--- src/sv/sscd_pkg.sv ---
package sscd_pkg;

  typedef enum logic [1:0] {
    MODE_ADD  = 2'd0,
    MODE_LOSE = 2'd1,
    MODE_DISP = 2'd2,
    MODE_BAD  = 2'd3
  } mode_e;

  typedef enum logic [1:0] {
    ST_OK     = 2'd0,
    ST_UNASGN = 2'd1,
    ST_NOCONN = 2'd2,
    ST_BAD    = 2'd3
  } status_e;

  typedef enum logic [2:0] {
    S_CLR,
    S_IDLE,
    S_DMAP,
    S_DLIST,
    S_REBUILD,
    S_LSCAN,
    S_LREMAP,
    S_RESP
  } state_e;

  typedef struct packed {
    logic [1:0] mode;
    logic [3:0] server_index;
    logic [7:0] connection_id;
    logic [7:0] slot;
  } in_t;

  typedef struct packed {
    logic [1:0] status;
    logic [3:0] chosen_server;
    logic [7:0] chosen_connection;
  } out_t;

endpackage

--- src/sv/sscd_ram.sv ---
module sscd_ram #(
  parameter int WIDTH = 8,
  parameter int DEPTH = 256
) (
  input  logic                     clk_i,
  input  logic                     we_i,
  input  logic [$clog2(DEPTH)-1:0] waddr_i,
  input  logic [WIDTH-1:0]         wdata_i,
  input  logic                     re_i,
  input  logic [$clog2(DEPTH)-1:0] raddr_i,
  output logic [WIDTH-1:0]         rdata_o
);

  logic [WIDTH-1:0] mem [DEPTH];

  always_ff @(posedge clk_i) begin
    if (we_i) begin
      mem[waddr_i] <= wdata_i;
    end
    if (re_i) begin
      rdata_o <= mem[raddr_i];
    end
  end

endmodule

--- src/sv/slot_sharded_connection_dispatcher_top.sv ---
// Slot-sharded connection dispatcher. Each beat on the input is handled one at
// a time and yields one result beat. A dispatch passes through accept, slot map
// read, connection list read and result register; a dispatch whose slot has no
// usable server skips the list read. An add that gives a server its first
// connection rebuilds the slot map, which writes one slot per cycle. A lose
// scans the server's list one entry per cycle and then sweeps the slot map one
// slot per cycle. After reset a clearing pass writes every slot of the slot
// map while no input beat is taken. NUM_SLOTS must be a power of two.
module slot_sharded_connection_dispatcher_top
  import sscd_pkg::*;
#(
  parameter int NUM_SLOTS   = 256,
  parameter int MAX_SERVERS = 16,
  parameter int MAX_CONNS   = 16
) (
  input  logic       clk_i,
  input  logic       rst_ni,
  input  logic       cfg_we_i,
  input  logic [4:0] cfg_wdata_i,
  input  logic       in_valid_i,
  output logic       in_ready_o,
  input  in_t        in_i,
  output logic       out_valid_o,
  input  logic       out_ready_i,
  output out_t       out_o
);

  localparam int AW   = $clog2(NUM_SLOTS);
  localparam int SW   = (MAX_SERVERS > 1) ? $clog2(MAX_SERVERS) : 1;
  localparam int CW   = (MAX_CONNS > 1) ? $clog2(MAX_CONNS) : 1;
  localparam int CNW  = $clog2(MAX_CONNS + 1);
  localparam int NW   = $clog2(MAX_SERVERS + 1);
  localparam int IW   = ((AW + 1) > CNW) ? (AW + 1) : CNW;
  localparam int SL8  = (AW > 8) ? AW : 8;
  localparam int LAW  = SW + CW;

  state_e state_q, state_d;

  logic [4:0]     sc_q;
  logic [NW-1:0]  n_w;
  in_t            item_q, item_d;
  logic [SW-1:0]  srv_q, srv_d, ptr_q, ptr_d;
  logic [CNW-1:0] lcnt_q, lcnt_d;
  logic [IW-1:0]  idx_q, idx_d, pidx_q, pidx_d;
  logic           pend_q, pend_d, rem_q, rem_d;
  out_t           res_q, res_d, out_q;
  logic           out_valid_q;

  logic [CNW-1:0] count_q [MAX_SERVERS];
  logic [CW-1:0]  next_q  [MAX_SERVERS];

  logic           cnt_we, nxt_we;
  logic [SW-1:0]  cnt_wa, nxt_wa, cnt_ra;
  logic [CNW-1:0] cnt_wd, cnt_rd;
  logic [CW-1:0]  nxt_wd, nxt_rd;

  logic          map_we, map_re;
  logic [AW-1:0] map_waddr, map_raddr;
  logic [SW:0]   map_wdata, map_rdata;

  logic           list_we, list_re;
  logic [LAW-1:0] list_waddr, list_raddr;
  logic [7:0]     list_wdata, list_rdata;

  logic                   accept;
  logic [SW-1:0]          srv_in, m_srv, pick, to_srv;
  logic                   srv_ok_in, add_ok, lose_ok;
  logic                   m_un, m_bad, m_empty;
  logic [MAX_SERVERS-1:0] nzn, hi;
  logic                   any_conn, found_hi, found_lo;
  logic [SW-1:0]          pick_hi, pick_lo;
  logic                   scan_issue, scan_done, sweep_issue, sweep_done;
  logic [SL8-1:0]         slot_w;
  logic [CW-1:0]          dc;
  logic [CNW-1:0]         dc1;

  sscd_ram #(.WIDTH(SW + 1), .DEPTH(2 ** AW)) u_map (
    .clk_i   (clk_i),
    .we_i    (map_we),
    .waddr_i (map_waddr),
    .wdata_i (map_wdata),
    .re_i    (map_re),
    .raddr_i (map_raddr),
    .rdata_o (map_rdata)
  );

  sscd_ram #(.WIDTH(8), .DEPTH(2 ** LAW)) u_list (
    .clk_i   (clk_i),
    .we_i    (list_we),
    .waddr_i (list_waddr),
    .wdata_i (list_wdata),
    .re_i    (list_re),
    .raddr_i (list_raddr),
    .rdata_o (list_rdata)
  );

  assign in_ready_o  = (state_q == S_IDLE);
  assign accept      = in_valid_i && in_ready_o;
  assign out_valid_o = out_valid_q;
  assign out_o       = out_q;

  assign n_w = (sc_q == 5'd0) ? NW'(1) :
               (32'(sc_q) > MAX_SERVERS) ? NW'(MAX_SERVERS) : NW'(sc_q);

  assign srv_in    = SW'(in_i.server_index);
  assign srv_ok_in = 32'(in_i.server_index) < 32'(n_w);
  assign slot_w    = SL8'(in_i.slot);

  assign m_un  = map_rdata[SW];
  assign m_srv = map_rdata[SW-1:0];
  assign m_bad = 32'(m_srv) >= 32'(n_w);

  assign cnt_ra  = (state_q == S_DMAP) ? m_srv : ((state_q == S_IDLE) ? srv_in : srv_q);
  assign cnt_rd  = count_q[cnt_ra];
  assign nxt_rd  = next_q[cnt_ra];
  assign m_empty = (cnt_rd == '0);
  assign add_ok  = srv_ok_in && (32'(cnt_rd) < MAX_CONNS);
  assign lose_ok = srv_ok_in && (cnt_rd != '0);

  assign dc  = (32'(nxt_rd) >= 32'(cnt_rd)) ? '0 : nxt_rd;
  assign dc1 = CNW'(dc) + CNW'(1);

  assign to_srv = (32'(srv_q) + 1 >= 32'(n_w)) ? '0 : srv_q + SW'(1);

  always_comb begin
    found_hi = 1'b0;
    found_lo = 1'b0;
    pick_hi  = '0;
    pick_lo  = '0;
    for (int s = 0; s < MAX_SERVERS; s++) begin
      nzn[s] = (count_q[s] != '0) && (s < 32'(n_w));
      hi[s]  = nzn[s] && (s >= 32'(ptr_q));
    end
    for (int s = 0; s < MAX_SERVERS; s++) begin
      if (!found_hi && hi[s]) begin
        found_hi = 1'b1;
        pick_hi  = SW'(s);
      end
      if (!found_lo && nzn[s]) begin
        found_lo = 1'b1;
        pick_lo  = SW'(s);
      end
    end
  end

  assign any_conn = |nzn;
  assign pick     = found_hi ? pick_hi : pick_lo;

  assign scan_issue  = 32'(idx_q) < 32'(lcnt_q);
  assign scan_done   = !scan_issue && !pend_q;
  assign sweep_issue = 32'(idx_q) < NUM_SLOTS;
  assign sweep_done  = !sweep_issue && !pend_q;

  always_comb begin
    state_d = state_q;
    case (state_q)
      S_CLR: begin
        if (idx_q == IW'(NUM_SLOTS - 1)) state_d = S_IDLE;
      end
      S_IDLE: begin
        if (accept) begin
          case (in_i.mode)
            MODE_ADD:  state_d = (add_ok && cnt_rd == '0) ? S_REBUILD : S_RESP;
            MODE_LOSE: state_d = lose_ok ? S_LSCAN : S_RESP;
            MODE_DISP: state_d = S_DMAP;
            default:   state_d = S_RESP;
          endcase
        end
      end
      S_DMAP: begin
        state_d = (!m_un && !m_bad && !m_empty) ? S_DLIST : S_RESP;
      end
      S_DLIST: state_d = S_RESP;
      S_REBUILD: begin
        if (idx_q == IW'(NUM_SLOTS - 1)) state_d = S_RESP;
      end
      S_LSCAN: begin
        if (scan_done) state_d = S_LREMAP;
      end
      S_LREMAP: begin
        if (sweep_done) state_d = S_RESP;
      end
      S_RESP: begin
        if (!out_valid_q || out_ready_i) state_d = S_IDLE;
      end
      default: state_d = S_IDLE;
    endcase
  end

  always_comb begin
    item_d     = item_q;
    srv_d      = srv_q;
    ptr_d      = ptr_q;
    lcnt_d     = lcnt_q;
    idx_d      = idx_q;
    pidx_d     = pidx_q;
    pend_d     = pend_q;
    rem_d      = rem_q;
    res_d      = res_q;
    cnt_we     = 1'b0;
    cnt_wa     = srv_q;
    cnt_wd     = '0;
    nxt_we     = 1'b0;
    nxt_wa     = srv_q;
    nxt_wd     = '0;
    map_we     = 1'b0;
    map_waddr  = AW'(idx_q);
    map_wdata  = '0;
    map_re     = 1'b0;
    map_raddr  = AW'(idx_q);
    list_we    = 1'b0;
    list_waddr = '0;
    list_wdata = '0;
    list_re    = 1'b0;
    list_raddr = '0;
    case (state_q)
      S_CLR: begin
        map_we = 1'b1;
        idx_d  = idx_q + IW'(1);
      end
      S_IDLE: begin
        if (accept) begin
          item_d = in_i;
          srv_d  = srv_in;
          idx_d  = '0;
          pend_d = 1'b0;
          rem_d  = 1'b0;
          ptr_d  = '0;
          lcnt_d = cnt_rd;
          res_d  = '{status: ST_BAD, chosen_server: in_i.server_index,
                     chosen_connection: 8'd0};
          case (in_i.mode)
            MODE_ADD: begin
              if (add_ok) begin
                list_we      = 1'b1;
                list_waddr   = {srv_in, CW'(cnt_rd)};
                list_wdata   = in_i.connection_id;
                cnt_we       = 1'b1;
                cnt_wa       = srv_in;
                cnt_wd       = cnt_rd + CNW'(1);
                res_d.status = ST_OK;
              end
            end
            MODE_LOSE: begin
              if (lose_ok) res_d.status = ST_OK;
            end
            MODE_DISP: begin
              map_re    = 1'b1;
              map_raddr = slot_w[AW-1:0];
            end
            default: ;
          endcase
        end
      end
      S_DMAP: begin
        res_d.chosen_server = 4'(m_srv);
        if (m_un) begin
          res_d.status        = ST_UNASGN;
          res_d.chosen_server = 4'd0;
        end else if (m_bad) begin
          res_d.status = ST_BAD;
        end else if (m_empty) begin
          res_d.status = ST_NOCONN;
        end else begin
          res_d.status = ST_OK;
          list_re      = 1'b1;
          list_raddr   = {m_srv, dc};
          nxt_we       = 1'b1;
          nxt_wa       = m_srv;
          nxt_wd       = (dc1 >= cnt_rd) ? '0 : CW'(dc1);
        end
      end
      S_DLIST: begin
        res_d.chosen_connection = list_rdata;
      end
      S_REBUILD: begin
        map_we    = 1'b1;
        map_wdata = {1'b0, pick};
        ptr_d     = (32'(pick) + 1 >= 32'(n_w)) ? '0 : pick + SW'(1);
        idx_d     = idx_q + IW'(1);
      end
      S_LSCAN: begin
        list_re    = scan_issue;
        list_raddr = {srv_q, CW'(idx_q)};
        pend_d     = scan_issue;
        pidx_d     = idx_q;
        if (scan_issue) idx_d = idx_q + IW'(1);
        if (pend_q) begin
          if (rem_q) begin
            list_we    = 1'b1;
            list_waddr = {srv_q, CW'(pidx_q - IW'(1))};
            list_wdata = list_rdata;
          end else if (list_rdata == item_q.connection_id) begin
            rem_d = 1'b1;
          end
        end
        if (scan_done) begin
          cnt_we = 1'b1;
          cnt_wd = lcnt_q - CNW'(1);
          nxt_we = 1'b1;
          idx_d  = '0;
          pend_d = 1'b0;
        end
      end
      S_LREMAP: begin
        map_re = sweep_issue;
        pend_d = sweep_issue;
        pidx_d = idx_q;
        if (sweep_issue) idx_d = idx_q + IW'(1);
        map_waddr = AW'(pidx_q);
        if (pend_q) begin
          if (!any_conn) begin
            map_we    = 1'b1;
            map_wdata = {1'b1, {SW{1'b0}}};
          end else if (map_rdata == {1'b0, srv_q}) begin
            map_we    = 1'b1;
            map_wdata = {1'b0, to_srv};
          end
        end
      end
      default: ;
    endcase
  end

  always_ff @(posedge clk_i or negedge rst_ni) begin
    if (!rst_ni) begin
      state_q     <= S_CLR;
      sc_q        <= 5'd1;
      idx_q       <= '0;
      pidx_q      <= '0;
      pend_q      <= 1'b0;
      rem_q       <= 1'b0;
      ptr_q       <= '0;
      out_valid_q <= 1'b0;
      for (int s = 0; s < MAX_SERVERS; s++) begin
        count_q[s] <= '0;
        next_q[s]  <= '0;
      end
    end else begin
      state_q <= state_d;
      idx_q   <= idx_d;
      pidx_q  <= pidx_d;
      pend_q  <= pend_d;
      rem_q   <= rem_d;
      ptr_q   <= ptr_d;
      if (cfg_we_i) sc_q <= cfg_wdata_i;
      if (cnt_we) count_q[cnt_wa] <= cnt_wd;
      if (nxt_we) next_q[nxt_wa] <= nxt_wd;
      if (state_q == S_RESP && (!out_valid_q || out_ready_i)) begin
        out_valid_q <= 1'b1;
      end else if (out_ready_i) begin
        out_valid_q <= 1'b0;
      end
    end
  end

  always_ff @(posedge clk_i) begin
    item_q <= item_d;
    srv_q  <= srv_d;
    lcnt_q <= lcnt_d;
    res_q  <= res_d;
    if (state_q == S_RESP && (!out_valid_q || out_ready_i)) out_q <= res_q;
  end

`ifndef SYNTHESIS
  a_busy_after_accept: assert property (@(posedge clk_i) disable iff (!rst_ni)
    accept |=> state_q != S_IDLE)
    else $error("input beat accepted but block returned to idle at once");

  a_count_bound: assert property (@(posedge clk_i) disable iff (!rst_ni)
    cnt_we |-> 32'(cnt_wd) <= MAX_CONNS)
    else $error("connection count written beyond list capacity");

  a_map_port_clash: assert property (@(posedge clk_i) disable iff (!rst_ni)
    map_we && map_re |-> map_waddr != map_raddr)
    else $error("slot map read and written at the same slot");

  a_result_once: assert property (@(posedge clk_i) disable iff (!rst_ni)
    state_q == S_RESP && state_d == S_IDLE |=> out_valid_q)
    else $error("result beat not presented after completion");
`endif

endmodule

--- config.mk ---
export PLATFORM = sky130hd
export DESIGN_NAME = slot_sharded_connection_dispatcher_top
export DESIGN_NICKNAME = d
export VERILOG_FILES = /design/src/sv/sscd_pkg.sv /design/src/sv/sscd_ram.sv /design/src/sv/slot_sharded_connection_dispatcher_top.sv
export SDC_FILE = /design/constraint.sdc
export NUM_CORES = 2
export LEC_CHECK = 0
export ABC_CLOCK_PERIOD_IN_PS = 37000
export BUFFER_PORTS_ARGS = -buffer_cell sky130_fd_sc_hd__buf_4
export CORE_MARGIN = 2
export CORE_UTILIZATION = 40
export CTS_BUF_LIST = sky130_fd_sc_hd__clkbuf_8
export DETAILED_ROUTE_END_ITERATION = 7
export PLACE_DENSITY = 0.62
export RECOVER_POWER = 50
export SLEW_MARGIN = 20
export SYNTH_ARGS = -nofsm -noshare
export SYNTH_HDL_FRONTEND = slang
export SYNTH_HIERARCHICAL = 1
export SYNTH_SLANG_ARGS = --single-unit
--- constraint.sdc ---
create_clock -name clk_i -period 37 [get_ports clk_i]
set_input_delay 7.4 -clock clk_i [delete_from_list [all_inputs] [get_ports clk_i]]
set_output_delay 7.4 -clock clk_i [all_outputs]
set_load 0.005 [all_outputs]
After elaboration in Yosys (flattened, before gate mapping):

Memory sizes are Yosys's and may differ from the RTL's. A register that Yosys moved wholly into a read port is not among the register bits.
Cells that the tools add are included.

* flip-flop bits (word level): 221
* bits in latches: 0
* RAM bits: 3328
* ROM bits: 0
* input bits: 32
* output and inout port bits: 16
* logic and storage cells: 463
* memories kept: 2

* add/sub/neg operators: 9
* multipliers: 0
* div/mod/pow operators: 0
* $lt $le $gt $ge: 46
* equality and inequality tests: 21
* shift operators: 0
* muxes and demuxes: 184
* bitwise operators: 3
* reductions and logical operators: 149

Memory list
* u_list.mem: depth 256, width 8, rd ports 1, clocked after memory_dff 1, wr ports 1, RTL line sscd_ram.sv:14 `logic [WIDTH-1:0] mem [DEPTH];`
* u_map.mem: depth 256, width 5, rd ports 1, clocked after memory_dff 1, wr ports 1, RTL line sscd_ram.sv:14

Operator list (number)
* two-way mux 4 bit: 52
* two-way mux 8 bit: 17
* nonzero test 5 bit: 17
* bitwise mux 80 bit: 1
* logical AND 1 bit: 72
* bitwise mux 64 bit: 1
* case mux 8 bit (2 select lines): 4
* two-way mux 1 bit: 58
* two-way mux 5 bit: 11
* less-than comparator 4 x 5 -> 1 bit (first input constant): 8
* logical NOT 1 bit: 37
* two-way mux 9 bit: 4
* case mux 9 bit (4 select lines): 1
* >= comparator 4 bit (first input constant): 7
* case mux 3 bit (8 select lines): 1
* two-way mux 3 bit: 7
* binary-select mux 5 bit (select 4 bit): 1
* demux 5 bit (select 4 bit): 1
* less-than comparator 3 x 5 -> 1 bit (first input constant): 4
* case mux 5 bit (2 select lines): 2
* binary-select mux 4 bit (select 4 bit): 1
* demux 4 bit (select 4 bit): 1
* >= comparator 3 x 4 -> 1 bit (first input constant): 4
* two-way mux 2 bit: 8
* 51 further kinds: 92

Longest topological paths before layout:

* depth after elaboration: 57
* depth in mapped cells: 33

Cells and area by module:

Netlist, hierarchy kept.

Modules (own cells, without submodules)
* sscd_ram (u_list): instances 1, cells an instance 3733, area an instance 79636.4 sq um
* sscd_ram (u_map): instances 1, cells an instance 2497, area an instance 50334.5 sq um
* slot_sharded_connection_dispatcher_top: instances 1, cells an instance 1307, area an instance 13400.4 sq um

Worst setup path after synthesis:

Ideal clock, no wire load.

* path type: reg2reg
* start: register count_q[45] in the netlist's numbering
* end: memory u_map/mem[0][2] in the netlist's numbering, data pin
* arrival: 12.190 ns
* data required time: 34.812 ns
* setup slack: 22.622 ns
* cell stages (with the launch flop): 8
* clock period less this slack: 14.378 ns
* path through: dfrtp_1 > or4_1 > nor4_1 > or4b_2 > a21oi_1 > a21o_1 > o211ai_1 > o21ai_0

* longest elaborated chain between the ends: 34
* elaborated cells between the ends (all ways): 85
* classes of those cells: mux: 43; reduce/logical: 42

Ends and longest elaborated chain
* start: declaration: RTL line slot_sharded_connection_dispatcher_top.sv:49 `logic [CNW-1:0] count_q [MAX_SERVERS];`
* start signal: indexed assignment: RTL line slot_sharded_connection_dispatcher_top.sv:347 `if (cnt_we) count_q[cnt_wa] <= cnt_wd;`
* nonzero test 5 bit *: RTL line slot_sharded_connection_dispatcher_top.sv:131 `nzn[s] = (count_q[s] != '0) && (s < 32'(n_w));`
* logical AND 1 bit *: RTL line slot_sharded_connection_dispatcher_top.sv:131
* logical AND 1 bit: RTL line slot_sharded_connection_dispatcher_top.sv:132 `hi[s] = nzn[s] && (s >= 32'(ptr_q));`
* logical AND 1 bit: RTL line slot_sharded_connection_dispatcher_top.sv:135 `if (!found_hi && hi[s]) begin`
* two-way mux 1 bit: RTL line slot_sharded_connection_dispatcher_top.sv:135
* logical NOT 1 bit: RTL line slot_sharded_connection_dispatcher_top.sv:135
* logical AND 1 bit: RTL line slot_sharded_connection_dispatcher_top.sv:135
* two-way mux 1 bit: RTL line slot_sharded_connection_dispatcher_top.sv:135
* [19 not listed]
* logical AND 1 bit: RTL line slot_sharded_connection_dispatcher_top.sv:135
* two-way mux 1 bit: RTL line slot_sharded_connection_dispatcher_top.sv:135
* logical NOT 1 bit: RTL line slot_sharded_connection_dispatcher_top.sv:135
* logical AND 1 bit: RTL line slot_sharded_connection_dispatcher_top.sv:135
* two-way mux 4 bit / two-way mux 1 bit (equally long branches): RTL line slot_sharded_connection_dispatcher_top.sv:135
* two-way mux 4 bit: RTL line slot_sharded_connection_dispatcher_top.sv:147 `assign pick = found_hi ? pick_hi : pick_lo;`
* case mux 5 bit (2 select lines) *: RTL line slot_sharded_connection_dispatcher_top.sv:216 `case (state_q)`
* named net map_wdata[2]: RTL line slot_sharded_connection_dispatcher_top.sv:59 `logic [SW:0] map_wdata, map_rdata;`
* end: declaration: RTL line sscd_ram.sv:14

The timed path passes the listed nets; every way through them passes the cells marked *.

Worst setup path in the final report:

* start: input in_i[17] in the netlist's numbering
* end: register u_list.rdata_o[3], read port of u_list.mem, data pin

* longest elaborated chain between the ends: 12
* elaborated cells between the ends (all ways): 20
* classes of those cells: order compare: 1; mux: 17; bitwise: 1; reduce/logical: 1

Ends and longest elaborated chain
* start: declaration: RTL line slot_sharded_connection_dispatcher_top.sv:22 `input in_t in_i,`
* two-way mux 4 bit * (2 in series): RTL line slot_sharded_connection_dispatcher_top.sv:113 `assign cnt_ra = (state_q == S_DMAP) ? m_srv : ((state_q == S_IDLE) ? srv_in : srv_q);`
* NOT 4 -> 5 bit (not written as such) *: RTL line slot_sharded_connection_dispatcher_top.sv:114 `assign cnt_rd = count_q[cnt_ra];`
* binary-select mux 5 bit (select 4 bit) *: RTL line slot_sharded_connection_dispatcher_top.sv:114
* two-way mux 5 bit (not written as such) * (2 in series): RTL line slot_sharded_connection_dispatcher_top.sv:114
* named net cnt_rd[0]: RTL line slot_sharded_connection_dispatcher_top.sv:54 `logic [CNW-1:0] cnt_wd, cnt_rd;`
* >= comparator 4 x 5 -> 1 bit: RTL line slot_sharded_connection_dispatcher_top.sv:120 `assign dc = (32'(nxt_rd) >= 32'(cnt_rd)) ? '0 : nxt_rd;`
* two-way mux 4 bit: RTL line slot_sharded_connection_dispatcher_top.sv:120
* two-way mux 8 bit *: RTL line slot_sharded_connection_dispatcher_top.sv:262 `end else if (m_empty) begin`
* two-way mux 8 bit *: RTL line slot_sharded_connection_dispatcher_top.sv:260 `end else if (m_bad) begin`
* two-way mux 8 bit *: RTL line slot_sharded_connection_dispatcher_top.sv:257 `if (m_un) begin`
* case mux 8 bit (2 select lines) *: RTL line slot_sharded_connection_dispatcher_top.sv:216
* named net list_raddr[1]: RTL line slot_sharded_connection_dispatcher_top.sv:62 `logic [LAW-1:0] list_waddr, list_raddr;`
* end: declaration: RTL line sscd_ram.sv:11 `output logic [WIDTH-1:0] rdata_o`

The timed path passes the listed nets; every way through them passes the cells marked *. The select of a mux whose other input is x is not followed.
A chain may end at the register's enable or synchronous reset.

==> out/metrics.cfg <==
[detailed_routing]
dr.pass1.iters = 6
drtIter0Drc = 9937
avgViaCountPerCell = 5.90
post-route-drc-count = 0
finalWirelength_um = 381000
antenna_left = 0
vias = 76800
wl_per_cell_um = 29.2

[die]
die-area_mm2 = 0.363
core_area_mm2 = 0.356
start_util = 0.402
die_width_um = 603
ioPinCount = 48
die_h_um = 603
rows = 219

[worst_hold_path]
hold_path.class = flop to flop
hp-start = res_q[8]
holdPathStages = 0
min_to = out_o[8]

[power_and_ir_drop]
leakage_nw = 46.4
ir_drop_uv = 44.3
p_per_area_mw_per_mm2 = 58.8
total_power_mw = 9.33

[global_routing]
grt_pass1_vias = 77500
grt_util_all_layers = 0.206
grt_max_degree = 191
grt_pass1_wl_um = 550000
antenna_found_initial = 16
overflow = 0

[clock_network]
clk_pin_slew_ps = 60
post_cts_resized = 0
cts.sinks = 3562
cts_max_level = 6
insertion_delay_ps = 1150
cts-buffers-inserted = 580
cts-root-buf = clkbuf_8
hold_buffers = 0
clock_path_buffers = 4
cts_setup_buffers = 0
cts_tree = yes

[synth]
ys.flop_type = edfxtp_1
syn_inst = 7537
yosys_warnings = 6
synth_largest_area_cell = edfxtp_1
avgSynthCellArea_um2 = 19.0
netlist_area_mm2 = 0.143
synth_area_leaders = edfxtp_1, mux4_2, dfrtp_1
async_reset_ff_frac = 0.0494
ys_seq_elements = 3562
synth_edf_count = 3386
yosysTopAreaCellShare = 0.709
ys_seq_area_frac = 0.740
ys_types = 108
synth_fp_nets = 7606

[worst_setup_path]
r2r-start = sc_q[4]
startpoint_type = input pin
regToRegSetupSlack_ps = 23820
cp-end-kind = flop
r2r_end = u_map/mem[11][4]
worstPathMaxFanout = 45
cp.required_ps = 37850
crit_type = input pin to flop
crit_arrival_ps = 18090
r2r_cells = 9

[timing]
setup_ws_ps = 19760
fin_crit_sh = 0.466
max-slew-margin-rel = -4.46
setup_viol = 0
tightestPinTransition_ps = 8190
tns_ps = 0
skew_ps = 74.0
rsz0062_at_grt = no
fmax_ghz = 0.0580
finalCriticalPeriod_ps = 17240
timing_hold_violations_final = 0
final_max_slew_viol_count = 2357

[cells_and_area]
fillers = 30400
final_cell_mix = edfxtp_1, mux4_2, nor2_1, clkbuf_8, mux2i_1
seqCellArea_mm2 = 0.106
layout-drive-gt1-share = 0.219
area_delta_synth_final_pct = 10.7
final_nets = 7910
design_area_mm2 = 0.159
final_common_cell = edfxtp_1
multi_input_area_mm2 = 0.0348

[flow_run]
cap_viol_max_count = 44

[placement]
hpwl_um = 237000
dp_slack_ps = 19530
placed_area_mm2 = 0.149
place_congestion = 0.878
port_buffers = 47

[outcome]
status = finished with violations
violations = max-capacitance violations, max-slew violations

state kept, by name, summed over array words and instances, names as in the netlist, 8 cells and up:
| name | count |
|---|---|
| count_q | 80 |
| idx_q | 9 |
| item_q | 8 |
| next_q | 64 |
| out_o | 14 |
| pidx_q | 8 |
| res_q | 14 |
| u_list/mem | 2048 |
| u_list/rdata_o | 8 |
| u_map/mem | 1280 |
cells in the mapped netlist, types with 10 or more instances:
cell / n
nor3_1: 63
nand2_2: 13
a22oi_1: 187
buf_1: 37
nand4_1: 33
a22o_1: 36
or3_1: 10
buf_8: 13
o31ai_1: 12
a221oi_1: 21
buf_6: 30
mux2i_1: 250
a31oi_1: 16
nor2b_1: 62
and3_1: 29
or2_2: 17
o22ai_1: 85
o211ai_1: 19
a32o_1: 26
dfrtp_1: 175
nor2_1: 612
a211oi_1: 48
o21ai_0: 97
buf_4: 55
nor4_1: 46
a21oi_1: 159
inv_1: 42
and2_1: 28
o32ai_1: 14
a21o_1: 17
o221ai_1: 57
edfxtp_1: 3386
nand2_1: 201
o21ai_1: 18
or4_1: 15
clkbuf_1: 245
mux4_2: 743
a211o_1: 10
buf_2: 74
nand3_1: 102
ha_1: 37
xnor2_1: 24
nand2b_1: 41
mux2_2: 140
final cells by class:
type | instances | area share
Tap cell | 4751 | 0.0375
Multi-Input combinational cell | 3465 | 0.219
Inverter | 46 | 0.00109
Sequential cell | 3562 | 0.668
Clock inverter | 406 | 0.0139
Timing Repair Buffer | 186 | 0.00807
Antenna cell | 7 | 0.000110
Clock buffer | 599 | 0.0519
how the worst max path moves through the flow:
| stage | start | end | slack, ps | cells past startpoint |
|---|---|---|---|---|
| floorplan | count_q[45] | u_map/mem[0][2] | 22620 | 7 |
| global placement | in_i[16] | u_list/rdata_o[3] | 19600 | 26 |
| detailed placement | in_i[17] | u_list/rdata_o[3] | 19530 | 27 |
| CTS | in_i[17] | u_list/rdata_o[3] | 20810 | 27 |
| global route | in_i[17] | u_list/rdata_o[3] | 19340 | 27 |
| finish | in_i[17] | u_list/rdata_o[3] | 19760 | 27 |
kinds of logic after synthesis:
logic type | after synthesis | share of synthesized area
compound gates | 940 | 0.0470
xor+xnor | 29 | 0.00177
fa+ha+maj | 39 | 0.00337
buf+inv | 510 | 0.0190
flops | 3562 | 0.740
mux | 1140 | 0.146
simple gates | 1317 | 0.0431
worst max-delay path: stages:
cell	delay, ps
clkbuf_1	240
o21a_1	250
o32ai_1	660
or2_0	1290
nand3_1	220
a31o_2	330
o21ai_0	450
inv_1	240
ha_1	340
nand2b_1	140
a21o_1	170
a21o_1	180
a21oi_1	180
nor2_1	160
nor2b_1	300
a22o_4	470
buf_4	700
buf_4	580
buf_4	560
buf_4	500
buf_4	610
mux4_2	400
a22o_1	270
a221oi_1	250
o32ai_1	150
nor3_1	690
nor4_1	140
stage by stage:
stage	instances	utilization	hold WS [ps]
after detailed placement	12000	0.417	406
after global placement	12000	0.417	418
after floorplan	7537	-	400
after CTS	13000	0.447	429
after global routing	13000	0.446	440
final	13000	0.446	431
report_power, final:
group          switching [mW]  internal [mW]
Combinational            1.05          0.608
Sequential             0.0693           4.46
Clock                    1.57           1.57
routing by layer:
| layer | vias to the layer above | track usage | wire length [µm] |
|---|---|---|---|
| li1 | 31600 | - | - |
| met2 | 3864 | 0.327 | 181000 |
| met5 | - | 0 | 48 |
| met4 | 8 | 0.0641 | 10700 |
| met1 | 40600 | 0.287 | 154000 |
| met3 | 655 | 0.0391 | 34300 |
(Power assumes the default switching activity.)
